--- src/hw/rtl/lba_pkg.sv ---
`timescale 1ns / 1ps
// ----------------------------------------------------------------------------
// lba_pkg: shared types and constants of the block allocator
// Request and result codes, sequencer states and the bitmap control structs.
// ----------------------------------------------------------------------------
package lba_pkg;

  localparam int LBA_DISK_BLOCKS = 64;
  localparam int LBA_IDX_W       = 6;   // width of block_index and free_block
  localparam int LBA_CNT_W       = 7;   // width of request_count and free_total

  typedef enum logic {
    CMD_ALLOC = 1'b0,
    CMD_FREE  = 1'b1
  } cmd_t;

  typedef enum logic [1:0] {
    STATUS_ALLOC = 2'd0,
    STATUS_FAIL  = 2'd1,
    STATUS_FREED = 2'd2
  } status_t;

  typedef enum logic [1:0] {
    ST_IDLE,
    ST_EXEC,
    ST_SCAN
  } state_t;

  // Controller to bitmap: one addressed bit is read, and may be set or cleared.
  typedef struct packed {
    logic                 set_bit;
    logic                 clr_bit;
    logic [LBA_IDX_W-1:0] idx;
  } bm_req_t;

  // Bitmap to controller.
  typedef struct packed {
    logic                 bit_occupied;
    logic [LBA_CNT_W-1:0] free_total;
  } bm_stat_t;

endpackage

--- src/hw/rtl/lba_bitmap.sv ---
`timescale 1ns / 1ps
// ----------------------------------------------------------------------------
// lba_bitmap: occupied bitmap and free block count
// One bit per disk block, read at one address a cycle, with set and clear.
// ----------------------------------------------------------------------------
module lba_bitmap
  import lba_pkg::*;
#(
  parameter int DISK_BLOCKS = LBA_DISK_BLOCKS
) (
  input  logic     clk,
  input  logic     rst,
  input  bm_req_t  bm_req,
  output bm_stat_t bm_stat
);

  localparam int IdxW = (DISK_BLOCKS > 1) ? $clog2(DISK_BLOCKS) : 1;

  logic [DISK_BLOCKS-1:0] occupied_map;
  logic [LBA_CNT_W-1:0]   free_total;
  logic                   in_range;
  logic [IdxW-1:0]        bit_idx;

  assign bit_idx  = bm_req.idx[IdxW-1:0];
  // Indexes past the last block read as free and are never written.
  assign in_range = ({1'b0, bm_req.idx} < LBA_CNT_W'(DISK_BLOCKS));

  assign bm_stat.bit_occupied = in_range && occupied_map[bit_idx];
  assign bm_stat.free_total   = free_total;

  always_ff @(posedge clk) begin
    if (rst) begin
      occupied_map <= '0;
      free_total   <= LBA_CNT_W'(DISK_BLOCKS);
    end else if (bm_req.set_bit && in_range) begin
      occupied_map[bit_idx] <= 1'b1;
      free_total            <= free_total - 1'b1;
    end else if (bm_req.clr_bit && in_range) begin
      occupied_map[bit_idx] <= 1'b0;
      free_total            <= free_total + 1'b1;
    end
  end

  a_total_bound: assert property (@(posedge clk) disable iff (rst)
    free_total <= LBA_CNT_W'(DISK_BLOCKS))
    else $error("free block count exceeds the number of blocks");

  a_set_free_only: assert property (@(posedge clk) disable iff (rst)
    bm_req.set_bit |-> (!bm_stat.bit_occupied && !bm_req.clr_bit))
    else $error("allocation of a block that is already occupied");

  a_clr_used_only: assert property (@(posedge clk) disable iff (rst)
    bm_req.clr_bit |-> bm_stat.bit_occupied)
    else $error("release of a block that is not occupied");

  a_set_counts: assert property (@(posedge clk) disable iff (rst)
    bm_req.set_bit |=> (free_total == $past(free_total) - 1'b1))
    else $error("free block count did not drop on allocation");

endmodule

--- config.mk ---
export PLATFORM = sky130hd
export DESIGN_NAME = lba_bitmap
export DESIGN_NICKNAME = d
export VERILOG_FILES = /design/src/hw/rtl/lba_pkg.sv /design/src/hw/rtl/lba_bitmap.sv
export SDC_FILE = /design/constraint.sdc
export NUM_CORES = 1
export LEC_CHECK = 0
export BUFFER_PORTS_ARGS = -buffer_cell sky130_fd_sc_hd__clkbuf_2
export CAP_MARGIN = 30
export CELL_PAD_IN_SITES_DETAIL_PLACEMENT = 0
export CELL_PAD_IN_SITES_GLOBAL_PLACEMENT = 1
export CORE_MARGIN = 10
export CORE_UTILIZATION = 23
export DETAILED_ROUTE_END_ITERATION = 10
export MAX_ROUTING_LAYER = met4
export PLACE_DENSITY_LB_ADDON = 0.05
export SKIP_CTS_REPAIR_TIMING = 1
export SLEW_MARGIN = 40
export SYNTH_ARGS = -nofsm -noshare
export SYNTH_HDL_FRONTEND = slang
export SYNTH_SLANG_ARGS = --single-unit
export TNS_END_PERCENT = 20
--- constraint.sdc ---
create_clock -name clk -period 4 [get_ports clk]
set_clock_uncertainty 0.2 [all_clocks]
set_input_delay 0.8 -clock clk [delete_from_list [all_inputs] [get_ports clk]]
set_output_delay 0.8 -clock clk [all_outputs]
set_load 0.01 [all_outputs]
==> impl_metrics.yaml, run 1 <==
grt:
  grt_pass1_vias: 3236
  grt_max_degree: 53
  antenna_found_initial: 0
  grtUsageTotal_pct: 11.6
  grt_pass1_wl_mm: 19.3
  grt.overflow.total: 0
sta:
  setup_viol: 0
  finalCriticalPeriod_ps: 3540
  maxSlewViolCount: 0
  hold_violations: 0
  hold_ws_ps: 273
  max_freq_ghz: 0.283
  grt_setup_unrepaired: "no"
  slew_headroom_pct: 52.2
  tns_ps: 0
  tightest_slew_ps: 716
  min_period_over_period_pct: 88.4
routing:
  vias_per_cell: 4.63
  drtAntennaViolNets: 0
  wl_per_cell_um: 17.1
  drc: 0
  wirelength_mm: 12.0
  via_count: 3258
  first_pass_iters: 4
  drtIter0Drc: 239
critical_path:
  slowest_delay_ps: 440
  cpMostUsedCell: "clkbuf_2"
  worst-path-max-fanout: 31
  cp.required_ps: 3000
  crit_type: "in2out"
  critPathSlowestCell: "clkbuf_2"
  crit_arrival_ps: 2540
  cp_cell_sequence: "clkbuf_2, and3b_1, o21ai_1, a41oi_1, nor4_2, nand4_1, clkbuf_2"
  endpoint_kind: "output pin"
  crit_path_start_kind: "input port"
  ff2ff_path_depth: 6
yosys:
  synth_area_leaders: "dfxtp_1 (36%), mux2i_1 (12%), nor2_1 (10%)"
  netlist_area_um2: 3970
  yosysTopAreaCellShare_pct: 35.8
  ys_ff_latch: 71
  synth_top_flop_cell: "dfxtp_1"
  synthesis.nets: 496
  synth_edf_count: 0
  avgSynthCellArea_um2: 8.27
  synth_common_cells: "nor2_1 (106), dfxtp_1 (71), mux2i_1 (46)"
  yosys.area.top_type: "dfxtp_1"
  syn_inst: 480
  synth_warnings: 0
  yosysSeqAreaShare_pct: 35.8
  ys_async_sr_fraction_pct: 0
  post_synth_num_cell_types: 50
  yosysMostFrequentCell: "nor2_1"
place:
  io_buffer_count: 17
  hpwl_mm: 7.92
  gp_congestion: 0.745
clock_network:
  cts_num_sinks: 71
  clkLatencyLatePin_ps: 340
  numCtsBuffers: 9
  h-tree-depth: 3
  path_clk_slew_ps: 60
  cts-root-buf: "clkbuf_16"
  clock_path_buffers: 2
  cts_tree: "done"
pwr:
  combPwrFrac_pct: 13.5
  power.internal_uw: 1350
  power.leakage_uw: 0.00152
  power.switching_uw: 487
  pwr-share-clk_pct: 46.0
  seq_power_share_pct: 40.5
  power_density_nw_per_um2: 410
  vdd_drop_max_mv: 0.206
  power_switching_share_pct: 26.5
final_layout:
  n_antenna_cell: 0
  fin_nets: 494
  seqCellArea_um2: 1420
  drive_gt1_share_pct: 13.0
  multi_input_area_um2: 2270
  final_util_pct: 26.8
  areaGrowthSynthToFinish_pct: 13.0
  fillCellCount: 1842
run:
  cap_violations: 0
die:
  die_w_um: 151
  core-area_um2: 16800
  rows: 47
  pin_count: 18
  start_util_pct: 23.7
  die_height_um: 151
  die_area_um2: 22900
run_status:
  status: "complete, no violations"
min_path:
  hold_path_class: "reg2reg"
  whs_path_depth: 2
## cells in the final DEF (no fill, tap or decap), types with 5 or more instances in the layout
cell and n:
nor2_1 106, dfxtp_1 71, mux2i_1 46, nand2_1 35, a21oi_1 33, o21ai_0 29, clkbuf_2 16, nand3b_1 15
buf_4 15, nand3_1 10, a21o_1 9, clkbuf_16 9, and3b_1 7, nor3b_1 6, nor2_4 5, or3b_1 5
ha_1 5
## worst paths after layout
| kind | start | end | slack (ps) |
|---|---|---|---|
| min | free_total[3] | free_total[3] | 270 |
| max | bm_req[0] | bm_stat[7] | 460 |
| max reg2reg | free_total[0] | free_total[6] | 1970 |
| min reg2reg | free_total[3] | free_total[3] | 270 |
## cell type report
cell class	instances	area share (%)
multi-input cells	362	50.7
flip-flops and latches	71	31.7
well taps	220	6.13
clock buffers	13	6.02
repair buffers	32	4.46
clock inverters	3	0.892
inverters	2	0.167
## metal layers
layer	wire (µm)	part of all wire [%]	track usage (%)
met1	6430	53	15.6
met4	125	1.0	3.03
met5	0	0	-
met2	5200	43	16.7
met3	286	2.4	3.13
## power by group through the flow
stage	Combinational, µW	Clock (µW)	Sequential (µW)
floorplan	172	0	764
global placement	247	0	759
detailed placement	252	0	759
CTS	252	885	744
global route	278	906	747
finish	248	846	744
## worst max-delay path: cells and delay by family
kind / cells / cell delay (ps)
buffers and inverters: 2 / 620
AOI/OAI and AO/OA: 2 / 280
and+or+nand+nor: 3 / 830
## through the flow
step / instances / worst slack (ps) / power (µW) / area (µm²)
after floorplan: 480 / 1110 / 936 / 3970
after global placement: 687 / 444 / 1010 / 4180
after detailed placement: 687 / 419 / 1010 / 4180
after CTS: 703 / 417 / 1880 / 4490
after global routing: 703 / 239 / 1930 / 4490
final: 703 / 464 / 1840 / 4490
## logic make-up (layout without fill, tap and decap cells)
group / count (synthesis) / count (layout) / share of synthesized area [%]
flops: 71 / 71 / 35.8
buf+inv: 47 / 50 / 6.93
fa+ha+maj: 6 / 6 / 2.08
xor+xnor: 4 / 4 / 0.883
compound gates: 89 / 89 / 13.0
mux: 53 / 53 / 14.8
simple gates: 210 / 210 / 26.5
(Power assumes the default switching activity.)
==> run 2: changes to the inputs <==
ABC_AREA = 1   (was default)
==> run 2 against run 1 <==
Effect of this change: synthesized cell count rose by 20%; worst setup slack improved by 150 ps; wire length rose by 11%; non-clock buffer count rose by 1; combinational power fell by 6%; critical path type unchanged; critical endpoint unchanged; largest power group unchanged.
==> impl_metrics.yaml, run 2 <==
final_layout:
  fin_nets: 608
  layout_common_cells: "nand2_1 (139), dfxtp_1 (71), a21oi_1 (69)"
  seqCellArea_um2: 1420
  multi_input_area_um2: 1990
  areaGrowthSynthToFinish_pct: 17.0
  n_antenna_cell: 0
  final_common_cell: "nand2_1"
  final_util_pct: 27.6
  drive_gt1_share_pct: 12.1
  fillCellCount: 1821
critical_path:
  crit_path_start_kind: "input port"
  endpoint_kind: "output pin"
  cp.required_ps: 3000
  crit_arrival_ps: 2390
  worst-path-max-fanout: 29
  crit_type: "in2out"
  reg2reg_slack_ps: 2280
place:
  io_buffer_count: 17
  hpwl_mm: 8.90
  gp_congestion: 0.748
routing:
  first_pass_iters: 4
  wl_per_cell_um: 16.5
  drtAntennaViolNets: 0
  drtIter0Drc: 154
  via_count: 3690
  vias_per_cell: 4.54
  wirelength_mm: 13.4
  drc: 0
grt:
  use_met1_pct: 16.8
  grt_util_met3_pct: 2.63
  grt_pass1_wl_mm: 21.5
  grt_max_degree: 44
  grtUsageMet2_pct: 20.1
  top_usage_layer: "met2"
  grtUsageTotal_pct: 13.0
  grt_pass1_vias: 3810
  antenna_found_initial: 0
  grt.overflow.total: 0
clock_network:
  clock_path_buffers: 2
  path_clk_slew_ps: 70
  cts-root-buf: "clkbuf_16"
  numCtsBuffers: 9
  cts_tree: "done"
  h-tree-depth: 3
  cts_num_sinks: 71
  clkLatencyLatePin_ps: 340
yosys:
  synth_common_cells: "nand2_1 (139), dfxtp_1 (71), a21oi_1 (69)"
  synthesis.nets: 591
  yosys.area.top_type: "dfxtp_1"
  yosysMostFrequentCell: "nand2_1"
  synth_area_leaders: "dfxtp_1 (38%), nand2_1 (14%), a21oi_1 (9.2%)"
  synth_edf_count: 0
  syn_inst: 575
  synth_warnings: 0
  ys_async_sr_fraction_pct: 0
  yosysSeqAreaShare_pct: 37.8
  netlist_area_um2: 3760
  synth_top_flop_cell: "dfxtp_1"
  ys_ff_latch: 71
  post_synth_num_cell_types: 26
  avgSynthCellArea_um2: 6.54
  yosysTopAreaCellShare_pct: 37.8
sta:
  grt_setup_unrepaired: "no"
  hold_violations: 0
  finalCriticalPeriod_ps: 3390
  tns_ps: 0
  maxSlewViolCount: 0
  max_freq_ghz: 0.295
  min_period_over_period_pct: 84.6
  slew_headroom_pct: 48.8
  tightest_slew_ps: 768
  setup_viol: 0
min_path:
  hold_path_class: "reg2reg"
die:
  core-area_um2: 15900
  die_area_um2: 21900
  start_util_pct: 23.6
  pin_count: 18
  die_height_um: 148
  die_w_um: 148
  rows: 46
run:
  cap_violations: 0
pwr:
  power.leakage_uw: 0.00193
  vdd_drop_max_mv: 0.192
  power_density_nw_per_um2: 410
run_status:
  status: "complete, no violations"
==> run 2: area by class of cell <==
cell class	instances	area share, %
inverter	57	4.86
clock inverter	7	1.68
clock buffer	9	5.12
timing repair buffer	33	4.66
sequential	71	32.3
tap	216	6.14
multi-input combinational	420	45.3
==> run 2: path summary, 6_finish.rpt <==
kind                                    start       endpoint  cells after the start
worst max register to register  free_total[2]  free_total[5]                      8
worst min-delay path                 register       register                      2
worst min register to register       register       register                      2
worst max-delay path                bm_req[0]     bm_stat[7]                     11
==> run 2: report_power, final <==
group | internal [µW] | total, µW | switching (µW)
Combinational | 72.0 | 232 | 160
Clock | 484 | 836 | 351
Sequential | 724 | 738 | 13.6
Total | 1280 | 1810 | 525
==> run 2: kinds of logic after synthesis <==
logic type	Yosys count	synth area share, %
buf+inv	84	9.25
compound gates	139	18.8
simple gates	274	31.8
fa+ha+maj	6	2.20
xor+xnor	1	0.233
flops	71	37.8
==> run 2: per-stage QoR <==
step | hold WS, ps | setup slack, ps | total power, µW | area [µm²] | cells
after floorplan | 250 | 1170 | 906 | 3760 | 575
after global placement | 258 | 518 | 993 | 4100 | 797
after detailed placement | 268 | 553 | 990 | 4100 | 797
after CTS | 278 | 541 | 1850 | 4400 | 813
after global routing | 299 | 405 | 1900 | 4400 | 813
final | 273 | 615 | 1810 | 4400 | 813
==> run 2: critical path, cell delays in order <==
cell and delay, ps:
clkbuf_2 100, buf_4 330, buf_4 280, nand2_1 90, nand3_1 90, nand2_1 50, o21ai_0 240, nand2_1 90
nor2_1 100, nand2_1 70, clkbuf_2 130
==> run 2: routing by layer <==
metal | wire (µm) | up-vias
met5 | 0 | -
met4 | 206 | 0
met3 | 331 | 16
met2 | 5890 | 48
met1 | 7000 | 1709
li1 | - | 1917
==> run 3: changes to the inputs <==
clock period = 3.1 ns   (was 4 ns; I/O delays follow)
==> run 3 against run 2 <==
Effect of this change: core utilization rose by 0.52 points; critical path depth fell by 1; sequential power rose by 29%; die area did not move; worst hold slack improved by 1.7 ps; via count rose by 0.24%; non-clock buffer count rose by 3; power rose by 38%; wire length fell by 1.4%; first-iteration DRC count rose by 55%.
==> impl_metrics.yaml, run 3 (synthesized netlist as in run 2, its figures left out) <==
run_status:
  status: "complete, no violations"
pwr:
  power.leakage_uw: 0.00198
  vdd_drop_max_mv: 0.258
  power_density_nw_per_um2: 554
  finalPower_uw: 2490
routing:
  drtAntennaViolNets: 0
  vias_per_cell: 4.54
  via_count: 3699
  drtIter0Drc: 239
  wl_per_cell_um: 16.2
  wirelength_mm: 13.2
  first_pass_iters: 4
  drc: 0
grt:
  antenna_found_initial: 0
  use_met1_pct: 17.3
  grt_util_met3_pct: 2.59
  grtUsageTotal_pct: 13.1
  top_usage_layer: "met2"
  grt.overflow.total: 0
  grt_pass1_vias: 3812
  grt_max_degree: 43
  grtUsageMet2_pct: 19.4
  grt_pass1_wl_mm: 21.7
sta:
  grt_setup_unrepaired: "no"
  hold_violations: 0
  slew_headroom_pct: 65.4
  min_period_over_period_pct: 89.3
  finalCriticalPeriod_ps: 2770
  tightest_slew_ps: 517
  tns_ps: 0
  max_freq_ghz: 0.361
  maxSlewViolCount: 0
  setup_viol: 0
  hold_ws_ps: 274
clock_network:
  numCtsBuffers: 9
  clkLatencyLatePin_ps: 340
  cts_tree: "done"
  path_clk_slew_ps: 60
  h-tree-depth: 3
  clock_path_buffers: 2
  cts-root-buf: "clkbuf_16"
  cts_num_sinks: 71
final_layout:
  layout_common_cells: "nand2_1 (139), dfxtp_1 (71), a21oi_1 (69)"
  final_common_cell: "nand2_1"
  final_util_pct: 28.1
  fin_nets: 611
  drive_gt1_share_pct: 12.2
  n_antenna_cell: 0
  final_cell_count_no_fill: 815
  areaGrowthSynthToFinish_pct: 19.2
critical_path:
  reg2reg_slack_ps: 1420
  crit_arrival_ps: 1950
  critical_path_depth: 10
  critPathSlowestCell: "nand2_1"
  cp_cell_sequence: "clkbuf_2, nand2_1, inv_1, nand3_1, nand2_1, o21ai_0, nand2_1, nor2_1, nand2_1, clkbuf_2"
  crit_buf_inv: 3
  endpoint_kind: "output pin"
  r2r-start: "free_total[2]"
  ff2ff_path_depth: 8
  startpoint: "bm_req[1]"
  crit_type: "in2out"
  worst-path-max-fanout: 13
  crit_end: "bm_stat[7]"
  r2r-end: "free_total[5]"
  crit_path_start_kind: "input port"
  cp_top_family: "simple AND/OR/NAND/NOR gates"
  cpMostUsedCell: "nand2_1"
  slowest_delay_ps: 270
  cp.required_ps: 2280
place:
  dp_cells: 800
  gp_congestion: 0.798
  hpwl_mm: 9.13
  io_buffer_count: 17
die:
  rows: 46
  die_height_um: 148
  start_util_pct: 23.6
  die_w_um: 148
  die_area_um2: 21900
  core-area_um2: 15900
  pin_count: 18
run:
  cap_violations: 0
min_path:
  whs_path_depth: 2
  hold_path_class: "reg2reg"
run 3: worst min path at each step:
stage / to / slack (ps)
3_3_place_gp: register / 260
5_1_grt: register / 300
2_1_floorplan: register / 250
3_5_place_dp: register / 270
4_1_cts: register / 270
6_report: register / 270
run 3: layout make-up:
class,instances,area (µm²)
Clock buffer,12,256
Clock inverter,3,90.1
Fill cell,1815,11500
Inverter,57,214
Multi-Input combinational cell,420,1990
Sequential cell,71,1420
Tap cell,216,270
Timing Repair Buffer,36,240
run 3: routing by layer:
metal / wire length (µm) / up-vias
li1: - / 1935
met1: 6830 / 1686
met2: 5700 / 64
met3: 512 / 14
met4: 195 / 0
met5: 0 / -
run 3: stage by stage:
step / setup WS, ps / area (µm²)
floorplan: 629 / 3760
global placement: 286 / 4140
detailed placement: 275 / 4140
CTS: 270 / 4480
global route: 114 / 4480
finish: 331 / 4480
run 3: report_power, final:
| part | switching, µW | total, µW | internal, µW |
|---|---|---|---|
| clock | 407 | 1230 | 826 |
| sequential | 17.6 | 953 | 935 |
| combinational | 203 | 300 | 96.8 |
| total | 628 | 2490 | 1860 |
run 3: worst register-to-register path: cells and delay by family (launching register included):
kind,cells,cell delay [ps]
simple gates,5,490
fa+ha+maj,1,370
flops,1,330
compound gates,1,140
buf+inv,1,50
