### src/hw/rtl/lba_pkg.sv
`timescale 1ns / 1ps
// ----------------------------------------------------------------------------
// lba_pkg: shared types and constants of the block allocator
// Request and result codes, sequencer states and the bitmap control structs.
// ----------------------------------------------------------------------------
package lba_pkg;

  localparam int LBA_DISK_BLOCKS = 64;
  localparam int LBA_IDX_W       = 6;   // width of block_index and free_block
  localparam int LBA_CNT_W       = 7;   // width of request_count and free_total

  typedef enum logic {
    CMD_ALLOC = 1'b0,
    CMD_FREE  = 1'b1
  } cmd_t;

  typedef enum logic [1:0] {
    STATUS_ALLOC = 2'd0,
    STATUS_FAIL  = 2'd1,
    STATUS_FREED = 2'd2
  } status_t;

  typedef enum logic [1:0] {
    ST_IDLE,
    ST_EXEC,
    ST_SCAN
  } state_t;

  // Controller to bitmap: one addressed bit is read, and may be set or cleared.
  typedef struct packed {
    logic                 set_bit;
    logic                 clr_bit;
    logic [LBA_IDX_W-1:0] idx;
  } bm_req_t;

  // Bitmap to controller.
  typedef struct packed {
    logic                 bit_occupied;
    logic [LBA_CNT_W-1:0] free_total;
  } bm_stat_t;

endpackage

### src/hw/rtl/lba_ctrl.sv
`timescale 1ns / 1ps
// ----------------------------------------------------------------------------
// lba_ctrl: request sequencer and result register
// Decodes a request, walks the scan pointer over the bitmap one block a cycle
// but for stalls on an undrained output register, and loads each result into it.
// ----------------------------------------------------------------------------
module lba_ctrl
  import lba_pkg::*;
#(
  parameter int DISK_BLOCKS = LBA_DISK_BLOCKS
) (
  input  logic                 clk,
  input  logic                 rst,
  input  logic                 in_valid,
  output logic                 in_ready,
  input  logic                 command,
  input  logic [LBA_CNT_W-1:0] request_count,
  input  logic [LBA_IDX_W-1:0] free_block,
  output logic                 out_valid,
  input  logic                 out_ready,
  output logic [LBA_IDX_W-1:0] block_index,
  output logic [1:0]           status,
  output logic                 last,
  output bm_req_t              bm_req,
  input  bm_stat_t             bm_stat
);

  localparam int IdxW = (DISK_BLOCKS > 1) ? $clog2(DISK_BLOCKS) : 1;

  state_t               state, state_next;
  cmd_t                 cmd_q, cmd_q_next;
  logic [LBA_CNT_W-1:0] count_q, count_q_next;
  logic [LBA_IDX_W-1:0] blk_q, blk_q_next;
  logic [IdxW-1:0]      ptr, ptr_next;
  logic [LBA_CNT_W-1:0] remaining, remaining_next;

  logic                 slot_ok;
  logic                 load;
  logic [LBA_IDX_W-1:0] load_index;
  status_t              load_status;
  logic                 load_last;

  // The result register can take a new result when empty or being drained.
  assign slot_ok = !out_valid || out_ready;

  always_ff @(posedge clk) begin
    if (rst) begin
      state <= ST_IDLE;
    end else begin
      state <= state_next;
    end
  end

  always_ff @(posedge clk) begin
    cmd_q     <= cmd_q_next;
    count_q   <= count_q_next;
    blk_q     <= blk_q_next;
    ptr       <= ptr_next;
    remaining <= remaining_next;
  end

  always_comb begin
    state_next     = state;
    cmd_q_next     = cmd_q;
    count_q_next   = count_q;
    blk_q_next     = blk_q;
    ptr_next       = ptr;
    remaining_next = remaining;
    in_ready       = 1'b0;
    bm_req         = '0;
    load           = 1'b0;
    load_index     = '0;
    load_status    = STATUS_FREED;
    load_last      = 1'b1;

    case (state)
      ST_IDLE: begin
        in_ready = 1'b1;
        if (in_valid) begin
          cmd_q_next   = cmd_t'(command);
          count_q_next = request_count;
          blk_q_next   = free_block;
          state_next   = ST_EXEC;
        end
      end
      ST_EXEC: begin
        if (cmd_q == CMD_FREE) begin
          bm_req.idx = blk_q;
          if (slot_ok) begin
            bm_req.clr_bit = bm_stat.bit_occupied;
            load           = 1'b1;
            load_status    = STATUS_FREED;
            state_next     = ST_IDLE;
          end
        end else if (count_q == '0 || count_q > bm_stat.free_total) begin
          if (slot_ok) begin
            load        = 1'b1;
            load_status = STATUS_FAIL;
            state_next  = ST_IDLE;
          end
        end else begin
          remaining_next = count_q;
          ptr_next       = '0;
          state_next     = ST_SCAN;
        end
      end
      ST_SCAN: begin
        bm_req.idx = LBA_IDX_W'(ptr);
        if (bm_stat.bit_occupied) begin
          ptr_next = ptr + 1'b1;
        end else if (slot_ok) begin
          bm_req.set_bit = 1'b1;
          load           = 1'b1;
          load_index     = LBA_IDX_W'(ptr);
          load_status    = STATUS_ALLOC;
          load_last      = (remaining == LBA_CNT_W'(1));
          remaining_next = remaining - 1'b1;
          ptr_next       = ptr + 1'b1;
          if (remaining == LBA_CNT_W'(1)) begin
            state_next = ST_IDLE;
          end
        end
      end
      default: begin
        state_next = ST_IDLE;
      end
    endcase
  end

  always_ff @(posedge clk) begin
    if (rst) begin
      out_valid <= 1'b0;
    end else if (load) begin
      out_valid <= 1'b1;
    end else if (out_ready) begin
      out_valid <= 1'b0;
    end
  end

  always_ff @(posedge clk) begin
    if (load) begin
      block_index <= load_index;
      status      <= load_status;
      last        <= load_last;
    end
  end

  a_scan_pending: assert property (@(posedge clk) disable iff (rst)
    (state == ST_SCAN) |-> (remaining != '0))
    else $error("scan running with no blocks left to allocate");

  a_no_overwrite: assert property (@(posedge clk) disable iff (rst)
    load |-> slot_ok)
    else $error("result loaded over one that was not taken");

  a_out_hold: assert property (@(posedge clk) disable iff (rst)
    (out_valid && !out_ready) |=> (out_valid && $stable(block_index) &&
                                   $stable(status) && $stable(last)))
    else $error("result changed while waiting to be taken");

endmodule

### config.mk
export PLATFORM = sky130hd
export DESIGN_NAME = lba_ctrl
export DESIGN_NICKNAME = d
export VERILOG_FILES = /design/src/hw/rtl/lba_pkg.sv /design/src/hw/rtl/lba_ctrl.sv
export SDC_FILE = /design/constraint.sdc
export NUM_CORES = 1
export LEC_CHECK = 0
export BUFFER_PORTS_ARGS = -buffer_cell sky130_fd_sc_hd__buf_2
export CORE_ASPECT_RATIO = 2
export CORE_MARGIN = 1.5
export CORE_UTILIZATION = 58
export CTS_CLUSTER_SIZE = 14
export DETAILED_ROUTE_END_ITERATION = 8
export GPL_TIMING_DRIVEN = 0
export HOLD_SLACK_MARGIN = 0.15
export MAX_ROUTING_LAYER = met4
export PLACE_DENSITY = 0.84
export SLEW_MARGIN = 25
export SYNTH_ARGS = -nofsm -noshare
export SYNTH_HDL_FRONTEND = slang
export SYNTH_SLANG_ARGS = --single-unit
### constraint.sdc
create_clock -name clk -period 5.1 [get_ports clk]
set_clock_uncertainty 0.1 [all_clocks]
set_input_delay 0.51 -clock clk [delete_from_list [all_inputs] [get_ports clk]]
set_output_delay 0.51 -clock clk [all_outputs]
set_load 0.02 [all_outputs]
==> metrics.txt, run 1 <==
status=complete, no violations; vias in the first global route=1504; Final #Nets=between 200 and 300; Final setup viols=0; Cell Count, Final, Fillers Out=281; RSZ-0062 raised after global routing=no; via/cell ratio=5.37; critical path required time=around 5 ns; CP Cell Sequence=inv_1 -> ha_1 -> buf_1 -> buf_1 -> a2bb2oi_1 -> nor2_1; top-area cell type share of the netlist area=between 50% and 60%; CP most frequent cell=buf_1; initial antenna violation count=0; DRT antenna net count=0; synth warn=0; CP Class=flop to flop; clk sinks=39; hold_buf cts=0; Rel. slew slack=around 47%; Worst IR Drop VDD=0.000225 V; Synth Instances=181; placer congestion estimate=~0.85; Seq cells post-synth=39; DP HPWL=3160 microns; # DRC=0; first-pass GRT wire length=6350 microns; Final period util=between 50% and 60%; Die Y=87.6 microns; Yosys cell types=38; total track usage=23.1%; Net Count, Synth=220; clk slew on worst S/H paths=around 0.08 ns; Die Area=3970 sq um; area leader, netlist=edfxtp_1; setup bufs post-CTS=0; root buf cell=clkbuf_8; clock latency on the worst-skew pair=0.29 ns; reg2reg path depth=6; final worst path period need=2.61 ns; final hold vios=0; peak fanout along the critical path=10; CTS tree=built; hold-critical path depth=1; Clock Tree Buf Depth=2; Avg WL per Cell=14.1 microns; Antenna diodes=0; pin count of the biggest net entering global routing=15; pwr dens=273 nW/um^2; max-slew violations=0; num rows=30; Die X=45.3 microns; fraction of layout cells with a size suffix above 1=24.0%; I/O Buffers=44; Max stage delay on crit path=approximately 0.56 ns; Seq/Total Area, Yosys=54.9%; I/O Pins=45; main area contributors after synthesis=edfxtp_1 52%, ha_1 7.8%, a21oi_1 3.4%; Crit. End Element=flop; slowest CP cell=nor2_1; Area Overhead vs Synth=17.3%; Worst Path Arrival=2.43 ns; syn avg cell area=between 10 and 15 sq um; H-tree level count=2; Routed WL=3950 microns; cts bufs inserted=5; fin util=71.4%; Core ar.=about 3400 sq um; placed insts=273; Fin Setup TNS=0 ns; post_cts resized=0; max frequency=0.382 GHz; Tightest Hold Check Type=input pin to flop; number of max-cap violations=0; worst slew pin tran=0.793 ns; via count=between 1500 and 2000; DR iter-0 viols=35; cell area after synthesis=roughly 2100 sq um; LEAKAGE=0.000990 uW; First-pass DRT Iterations=4; Initial Utilization=about 60%; global route overflow=0; critical path startpoint category=flop
through the flow:
step	setup slack (ns)	area [sq um]	power, uW	hold WS, ns
after CTS	2.46	2440	669	0.288
after detailed placement	2.39	2360	480	0.406
final	2.49	2440	664	0.298
after global placement	2.46	2360	476	0.388
after global routing	2.27	2440	690	0.281
after floorplan	2.79	2080	447	0.378
cell usage after synthesis (all sizes together):
library cell	count
nor3	6
a221oi	1
ha	13
a2111oi	1
xnor2	6
o21ai	5
o31a	1
nand2b	4
inv	14
o21ba	1
dfxtp	3
edfxtp	36
and3	7
xor2	3
a21oi	14
a22oi	6
nor2b	10
buf	3
clkbuf	2
and2	6
nand2	7
nand4	2
a2bb2oi	1
o2bb2ai	1
a211o	1
a32o	1
nand3	4
nor4	1
mux2i	1
o21a	2
nor2	13
o22ai	1
nand3b	2
or2b	1
nor3b	1
layer usage:
layer	GRT usage (%)	routed length, microns
met2	42.1	2300
met3	4.54	145
met1	21.2	1440
met4	12.0	61
met5	-	0
logic make-up after synthesis:
family / share of synthesized area [%]
AOI/OAI and AO/OA: 12.2
xor gates and xnor gates: 3.80
adders and majority gates: 7.83
buffers and inverters: 3.80
DFF: 54.9
muxes: 0.482
and+or+nand+nor: 16.9
path summary, 6_finish.rpt:
kind	start	endpoint	slack, ns
worst max register to register	state[0]$_SDFFE_PP0P_	remaining[0]$_DFFE_PP_	2.49
worst min-delay path	free_block[2]	blk_q[2]$_DFFE_PP_	0.30
worst min register to register	state[0]$_SDFFE_PP0P_	state[0]$_SDFFE_PP0P_	0.42
worst max-delay path	state[0]$_SDFFE_PP0P_	remaining[0]$_DFFE_PP_	2.49
sequential cells by signal (all words and copies together), names as in the netlist:
name	cells
blk_q	6
state	2
cmd_q	1
count_q	7
ptr	6
status	2
block_index	6
remaining	7
out_valid	1
last	1
cell type report:
class | instances | area [sq um]
Multi-Input combinational cell | 123 | 857
Fill cell | 252 | 978
Clock buffer | 6 | 72.6
Buffer | 5 | 26.3
Clock inverter | 2 | 7.51
Timing Repair Buffer | 44 | 220
Inverter | 14 | 52.6
Sequential cell | 39 | 1140
Tap cell | 48 | 60.1
critical path: cells and delay by family, from the launching register on:
family	cells	cell delay (ns)
adder cells (fa/ha/maj)	1	0.21
flip-flops	1	0.33
AND/OR/NAND/NOR	1	0.56
AO/OA/AOI/OAI	1	0.14
buffers and inverters	3	0.88
power by group:
part           internal (uW)  switching, uW  total (uW)
Clock                   93.2           98.9         192
Sequential               370           11.3         381
Combinational           38.0           53.5        91.5
cells in the final DEF, fill, tap and decap left out, types with 2 or more instances in the layout:
| master | synthesis | final |
|---|---|---|
| a21oi_1 | 14 | 14 |
| a22oi_1 | 6 | 6 |
| and2_1 | 6 | 6 |
| and3_1 | 7 | 7 |
| buf_1 | 2 | 2 |
| buf_2 | 0 | 44 |
| clkbuf_1 | 2 | 3 |
| clkbuf_8 | 0 | 5 |
| clkinv_1 | 0 | 2 |
| dfxtp_1 | 3 | 3 |
| edfxtp_1 | 36 | 36 |
| ha_1 | 13 | 13 |
| inv_1 | 14 | 14 |
| nand2_1 | 7 | 7 |
| nand2b_1 | 4 | 4 |
| nand3_1 | 4 | 4 |
| nand3b_1 | 2 | 2 |
| nand4_1 | 2 | 2 |
| nor2_1 | 13 | 13 |
| nor2b_1 | 9 | 9 |
| nor3_1 | 5 | 5 |
| o21a_1 | 2 | 2 |
| o21ai_0 | 5 | 5 |
| xnor2_1 | 6 | 6 |
| xor2_1 | 3 | 3 |
No activity file was read; power rests on OpenSTA's default activity.
==> run 2, diff against run 1 <==
--- a/config.mk
+++ b/config.mk
@@ -5,16 +5,17 @@
 export SDC_FILE = /design/constraint.sdc
 export NUM_CORES = 1
 export LEC_CHECK = 0
+export ABC_AREA = 1
 export BUFFER_PORTS_ARGS = -buffer_cell sky130_fd_sc_hd__buf_2
 export CORE_ASPECT_RATIO = 2
 export CORE_MARGIN = 1.5
-export CORE_UTILIZATION = 58
+export CORE_UTILIZATION = 48
 export CTS_CLUSTER_SIZE = 14
 export DETAILED_ROUTE_END_ITERATION = 8
 export GPL_TIMING_DRIVEN = 0
 export HOLD_SLACK_MARGIN = 0.15
 export MAX_ROUTING_LAYER = met4
-export PLACE_DENSITY = 0.84
+export PLACE_DENSITY = 0.75
 export SLEW_MARGIN = 25
 export SYNTH_ARGS = -nofsm -noshare
 export SYNTH_HDL_FRONTEND = slang
==> constraint.sdc (replaced) <==
create_clock -name clk -period 2.2 [get_ports clk]
set_clock_uncertainty 0.1 [all_clocks]
set_input_delay 0.22 -clock clk [delete_from_list [all_inputs] [get_ports clk]]
set_output_delay 0.22 -clock clk [all_outputs]
set_load 0.02 [all_outputs]
==> run 2 against run 1 <==
  * Hold slack lost 0.12 ns
  * Highest routed layer unchanged
  * Flip-flop and latch count unchanged
  * Sequential power rose to 3.4 times the previous value
==> metrics.txt, run 2 <==
Seq cells post-synth=39 (unchanged); Die Area=4700 sq um (+18%); root buf cell=clkbuf_8; synth warn=0 (unchanged); I/O Pins=45 (unchanged); max-slew violations=0 (unchanged); Die X=49.2 microns (+8.6%); flop2flop setup slack=0.07 ns (-2.41 ns); count leader, synth=nand2_1; via count=1696 (+12%); Final setup viols=0 (unchanged); reg2reg path depth=11 (+5); pin count of the biggest net entering global routing=15 (unchanged); EDFF count, synth=36 (unchanged); CTS tree=built; peak fanout along the critical path=7 (-3); Seq/Total Area, Yosys=55.6% (+0.70 points); global route overflow=0 (unchanged); DP HPWL=3110 microns (-1.8%); Area Overhead vs Synth=31.8%; Routed WL=4190 microns (+6.2%); critical path required time=2.11 ns (-2.80 ns); design area=2700 sq um (+11%); Crit. End Element=flop; CP Class=flop to flop; first-pass GRT wire length=6830 microns (+7.6%); Final #Nets=333 (+23%); FF-to-FF End=remaining[2]$_DFFE_PP_; Worst Path Arrival=2.04 ns (-0.39 ns); num rows=33 (+10%); Yosys cell types=23 (-39%); FILL cells=327 (+30%); Avg WL per Cell=12.1 microns (-14%); Place WS=-0.313 ns (-2.71 ns); predominant post-synthesis flop cell=edfxtp_1; Initial Utilization=50.2% (-11 points); # DRC=0 (unchanged); ys async rst share=0% (unchanged); DR iter-0 viols=31 (-11%); cell area after synthesis=2050 sq um (-1.3%); crit path from=count_q[6]$_DFFE_PP_; total track usage=19.9% (-3.3 points); status=complete, no violations; final hold vios=0 (unchanged); LEAKAGE=0.00121 uW (+23%); commonest non-fill, non-tap cell in the layout=buf_2; clk sinks=39 (unchanged); worst slew pin tran=0.489 ns (-0.304 ns); clock latency on the worst-skew pair=0.29 ns (about the same); fraction of layout cells with a size suffix above 1=27.1% (+3.1 points); initial antenna violation count=0 (unchanged); critical path startpoint category=flop; most instantiated cells after synthesis=43 x nand2_1, 41 x inv_1, 36 x edfxtp_1, 28 x nor2_1, 16 x a21oi_1; DRT antenna net count=0 (unchanged); vias in the first global route=1683 (+12%); number of max-cap violations=0 (unchanged); DP Area=2340 sq um (-0.90%); area leader, netlist=edfxtp_1; Worst IR Drop VDD=0.000885 V (+290%); H-tree level count=2 (unchanged); pwr dens=1210 nW/um^2 (+340%); hold path start=out_ready; top-area cell type share of the netlist area=52.7% (+0.67 points); Rel. slew slack=67.4% (+20 points); final worst path period need=2.13 ns (-0.486 ns); Core ar.=4090 sq um (+20%); placer congestion estimate=0.907 (+7.0%); Clock Tree Buf Depth=2 (unchanged); max frequency=0.470 GHz (+23%); clk slew on worst S/H paths=0.07 ns (about the same); Tightest Hold Check Type=input pin to flop; biggest regs=count_q x7, remaining x7; Worst Slack Setup Final=0.0715 ns (-2.41 ns); Critical R2R Launch=count_q[6]$_DFFE_PP_; Net Count, Synth=260 (+18%); syn avg cell area=9.28 sq um (-19%); most frequent cells in the layout=46 x buf_2, 40 x inv_1, 40 x nand2_1; I/O Buffers=44 (unchanged); Final period util=96.7% (+45 points); via/cell ratio=4.89 (-9.0%); cts bufs inserted=5 (unchanged); Synth Instances=221 (+22%); main area contributors after synthesis=edfxtp_1 53%, ha_1 7.9%, nand2_1 7.9%; First-pass DRT Iterations=4 (unchanged); Antenna diodes=0 (unchanged); Critical Path End=remaining[2]$_DFFE_PP_; Die Y=95.4 microns (+8.9%)
-- run 2: cell count changes after synthesis, sizes merged, moves of 4 or more --
cell / previous run / this run
a22oi: 6 / 0
a31oi: 0 / 4
and3: 7 / 0
a21oi: 14 / 18
nor2: 13 / 30
inv: 14 / 44
nand2b: 4 / 0
o21ai: 5 / 10
xnor2: 6 / 0
nor2b: 10 / 0
nand2: 7 / 44
and2: 6 / 0
-- run 2: metal layers --
layer,GRT usage (%),wire length [microns]
met5,-,0
met2,39.1,2380
met1,18.1,1540
met3,2.82,154
met4,9.29,114
-- run 2: stage by stage --
step | TNS (ns) | hold WS, ns | power [uW] | utilization (%) | std cells
4_1_cts | 0 | 0.179 | 3220 | 65.3 | 346
3_5_place_dp | -3.26 | 0.298 | 2480 | 57.1 | 317
3_3_place_gp | -2.27 | 0.294 | 2420 | 57.1 | 317
6_report | 0 | 0.182 | 3270 | 66.1 | 347
2_1_floorplan | 0 | 0.182 | 2140 | - | 221
5_1_grt | -0.0870 | 0.218 | 3490 | 66.1 | 347
-- run 2: worst min path at each step --
stage	end	slack (ns)	depth (start not counted)
finish	state[0]$_SDFFE_PP0P_	0.18	4
global route	out_valid$_SDFFE_PP0P_	0.22	4
CTS	state[0]$_SDFFE_PP0P_	0.18	4
detailed placement	count_q[6]$_DFFE_PP_	0.30	1
global placement	out_valid$_SDFFE_PP0P_	0.29	2
floorplan	out_valid$_SDFFE_PP0P_	0.18	1
-- run 2: power breakdown --
group          internal (uW)  switching, uW  total [uW]
Combinational            476            874        1350
Sequential              1160            147        1310
Clock                    367            244         611
-- run 2: cell families after synthesis --
| kind of cell | synth area share [%] |
|---|---|
| and+or+nand+nor | 19.1 |
| DFF | 55.6 |
| AOI/OAI and AO/OA | 8.79 |
| buffers and inverters | 8.54 |
| adders and majority gates | 7.93 |
-- run 2: layout make-up --
type / count / area [sq um] / share of cell area, %
sequential: 39 / 1140 / 42.2
timing repair buffer: 65 / 430 / 15.9
buffer: 2 / 10.0 / 0.370
multi-input combinational: 136 / 762 / 28.2
inverter: 44 / 169 / 6.25
clock buffer: 6 / 82.6 / 3.06
timing repair inverter: 1 / 7.51 / 0.278
tap: 52 / 65.1 / 2.41
clock inverter: 2 / 35.0 / 1.30
-- run 2: repair_timing --
action | 4_1_cts | 5_1_grt
gates resized for setup | 3 | 9
endpoints found under the hold margin | 18 | 0
cloned | 0 | 1
setup endpoints to repair | 13 | 22
hold buffers | 16 | 0
setup buffers | 5 | 0
pin swaps | 2 | 1
-- run 2: worst max-delay path: stages, from the launching register on --
cell      delay (ns)
edfxtp_1        0.40
ha_1            0.32
nand2_2         0.09
inv_1           0.06
a21oi_2         0.16
nand2_1         0.08
nand2_2         0.08
nand3_2         0.10
nand2_2         0.10
o21ai_2         0.07
nor2_2          0.15
buf_12          0.14
==> run 3, diff against run 2 <==
--- a/config.mk
+++ b/config.mk
@@ -16,6 +16,7 @@
 export HOLD_SLACK_MARGIN = 0.15
 export MAX_ROUTING_LAYER = met4
 export PLACE_DENSITY = 0.75
+export RECOVER_POWER = 100
 export SLEW_MARGIN = 25
 export SYNTH_ARGS = -nofsm -noshare
 export SYNTH_HDL_FRONTEND = slang
==> run 3 against run 2 <==
  * Wire length rose by 0.57%
  * Highest routed layer unchanged
  * Worst setup slack improved by 0.0050 ns
  * Count of clock-buffer cells in the layout did not move
  * Final cell count did not move
  * Sequential share of layout area rose by 0.39 points
  * Flip-flop and latch count did not move
  * Combinational power barely moved
==> metrics.txt, run 3 (same netlist as run 2, synthesis figures left out) <==
initial antenna violation count=0 (unchanged); CP most frequent cell=nand2_2; via/cell ratio=4.90 (+0.24%); Routed WL=4220 microns (+0.57%); global route overflow=0 (unchanged); FILL cells=326 (-0.31%); worst slew pin tran=0.489 ns (-0.0000787 ns); Multi-input gate area=751 sq um (-1.5%); max-slew violations=0 (unchanged); final hold vios=0 (unchanged); pin count of the biggest net entering global routing=15 (unchanged); DR iter-0 viols=24 (-23%); # DRC=0 (unchanged); Worst Path Arrival=2.04 ns (about the same); fin util=65.5% (-0.61 points); buffer and inverter count on the worst path=2 (unchanged); CTS tree=built; Die Area=4700 sq um (unchanged); design area=2680 sq um (-0.93%); most frequent cells in the layout=42 x inv_1, 40 x nand2_1, 36 x edfxtp_1; vias in the first global route=1683 (unchanged); total track usage=19.9% (unchanged); max frequency=0.471 GHz (+0.24%); Die Y=95.4 microns (unchanged); DP HPWL=3110 microns (unchanged); Die X=49.2 microns (unchanged); commonest non-fill, non-tap cell in the layout=inv_1; I/O Pins=45 (unchanged); clock latency on the worst-skew pair=0.29 ns (about the same); placed insts=317 (unchanged); Max stage delay on crit path=0.40 ns (about the same); CP Class=flop to flop; final worst path period need=2.12 ns (-0.00500 ns); crit path from=count_q[6]$_DFFE_PP_; Worst IR Drop VDD=0.000880 V (-0.57%); Crit. End Element=flop; pwr dens=1210 nW/um^2 (+0.20%); biggest regs=count_q x7, remaining x7; number of max-cap violations=0 (unchanged); Final setup viols=0 (unchanged); DRT antenna net count=0 (unchanged); Clock Tree Buf Depth=2 (unchanged); hold path start=out_ready; clk slew on worst S/H paths=0.08 ns (about the same); Final #Nets=333 (unchanged); H-tree level count=2 (unchanged); First-pass DRT Iterations=4 (unchanged); LEAKAGE=0.00118 uW (-2.5%); first-pass GRT wire length=6830 microns (unchanged); Critical R2R Launch=count_q[6]$_DFFE_PP_; crit-path leading delay family=simple AND/OR/NAND/NOR gates; Final period util=96.5% (-0.23 points); Seq. cell area=1140 sq um (unchanged); root buf cell=clkbuf_8; Avg WL per Cell=12.2 microns (+0.57%); Core ar.=4090 sq um (unchanged); via count=1700 (+0.24%); status=complete, no violations; Antenna diodes=0 (unchanged); num rows=33 (unchanged); CP Cell Sequence=ha_1 -> nand2_2 -> inv_1 -> a21oi_2 -> nand2_1 -> nand2_2 -> nand3_2 -> nand2_2 -> o21ai_2 -> nor2_2 -> buf_12; Cell Count, Final, Fillers Out=347 (unchanged); DP Area=2340 sq um (unchanged); I/O Buffers=44 (unchanged); cts bufs inserted=5 (unchanged); Tightest Hold Check Type=input pin to flop; fraction of layout cells with a size suffix above 1=22.4% (-4.7 points); critical path startpoint category=flop; Area Overhead vs Synth=30.6%; placer congestion estimate=0.907 (unchanged); peak fanout along the critical path=7 (unchanged); clk sinks=39 (unchanged); Initial Utilization=50.2% (unchanged); slowest CP cell=edfxtp_1; critical path required time=2.11 ns (about the same); Rel. slew slack=67.4% (about the same)
run 3: cell types whose count changed in the layout (fill, tap and decap cells not counted):
cell      previous run  this run
a21oi_1             15        16
a21oi_4              1         0
buf_2               46        35
clkbuf_1             0        11
inv_1               40        42
inv_2                3         1
run 3: path summary, 6_finish.rpt:
path	end	slack [ns]	cells after the start
worst max-delay path	remaining[2]$_DFFE_PP_	0.08	11
worst max register to register	remaining[2]$_DFFE_PP_	0.08	11
worst min-delay path	out_valid$_SDFFE_PP0P_	0.18	4
worst min register to register	state[0]$_SDFFE_PP0P_	0.43	2
run 3: routing by layer:
metal	vias up	share of wire, %	GRT usage (%)
li1	868	-	-
met1	780	37	18.1
met2	42	57	39.1
met3	10	3.6	2.82
met4	0	2.7	9.29
met5	-	0	-
run 3: worst min-delay path: cells and delay by family:
family          cells  cell delay [ns]
compound gates      1             0.06
buf+inv             2             0.20
simple gates        1             0.06
run 3: report_power, final:
part	leakage, uW	switching (uW)	internal (uW)
Combinational	0.000760	868	458
Sequential	0.000363	149	1160
Clock	0.0000612	242	367
Total	0.00118	1260	1990
run 3: area by class of cell:
cell class,count,share of cell area [%]
Sequential cell,39,42.6
Tap cell,52,2.43
Multi-Input combinational cell,136,28.0
Clock buffer,6,3.08
Timing Repair inverter,1,0.280
Timing Repair Buffer,65,15.6
Buffer,2,0.374
Inverter,44,6.31
Clock inverter,2,1.31
run 3: repair_timing:
action | 4_1_cts | 5_1_grt
pin swaps | 2 | 1
gates resized for setup | 3 | 9
hold endpoints to repair | 18 | 0
hold buffers | 16 | 0
endpoints found under the setup margin | 13 | 22
setup buffers | 5 | 0
cloned | 0 | 1
run 3: metrics by stage:
stage	total power, uW	worst slack, ns	TNS, ns	hold WS [ns]
finish	3250	0.0765	0	0.180
global route	3470	-0.0171	-0.0873	0.192
CTS	3220	0.0392	0	0.179
detailed placement	2480	-0.313	-3.26	0.298
global placement	2420	-0.232	-2.27	0.294
floorplan	2140	0.108	0	0.182
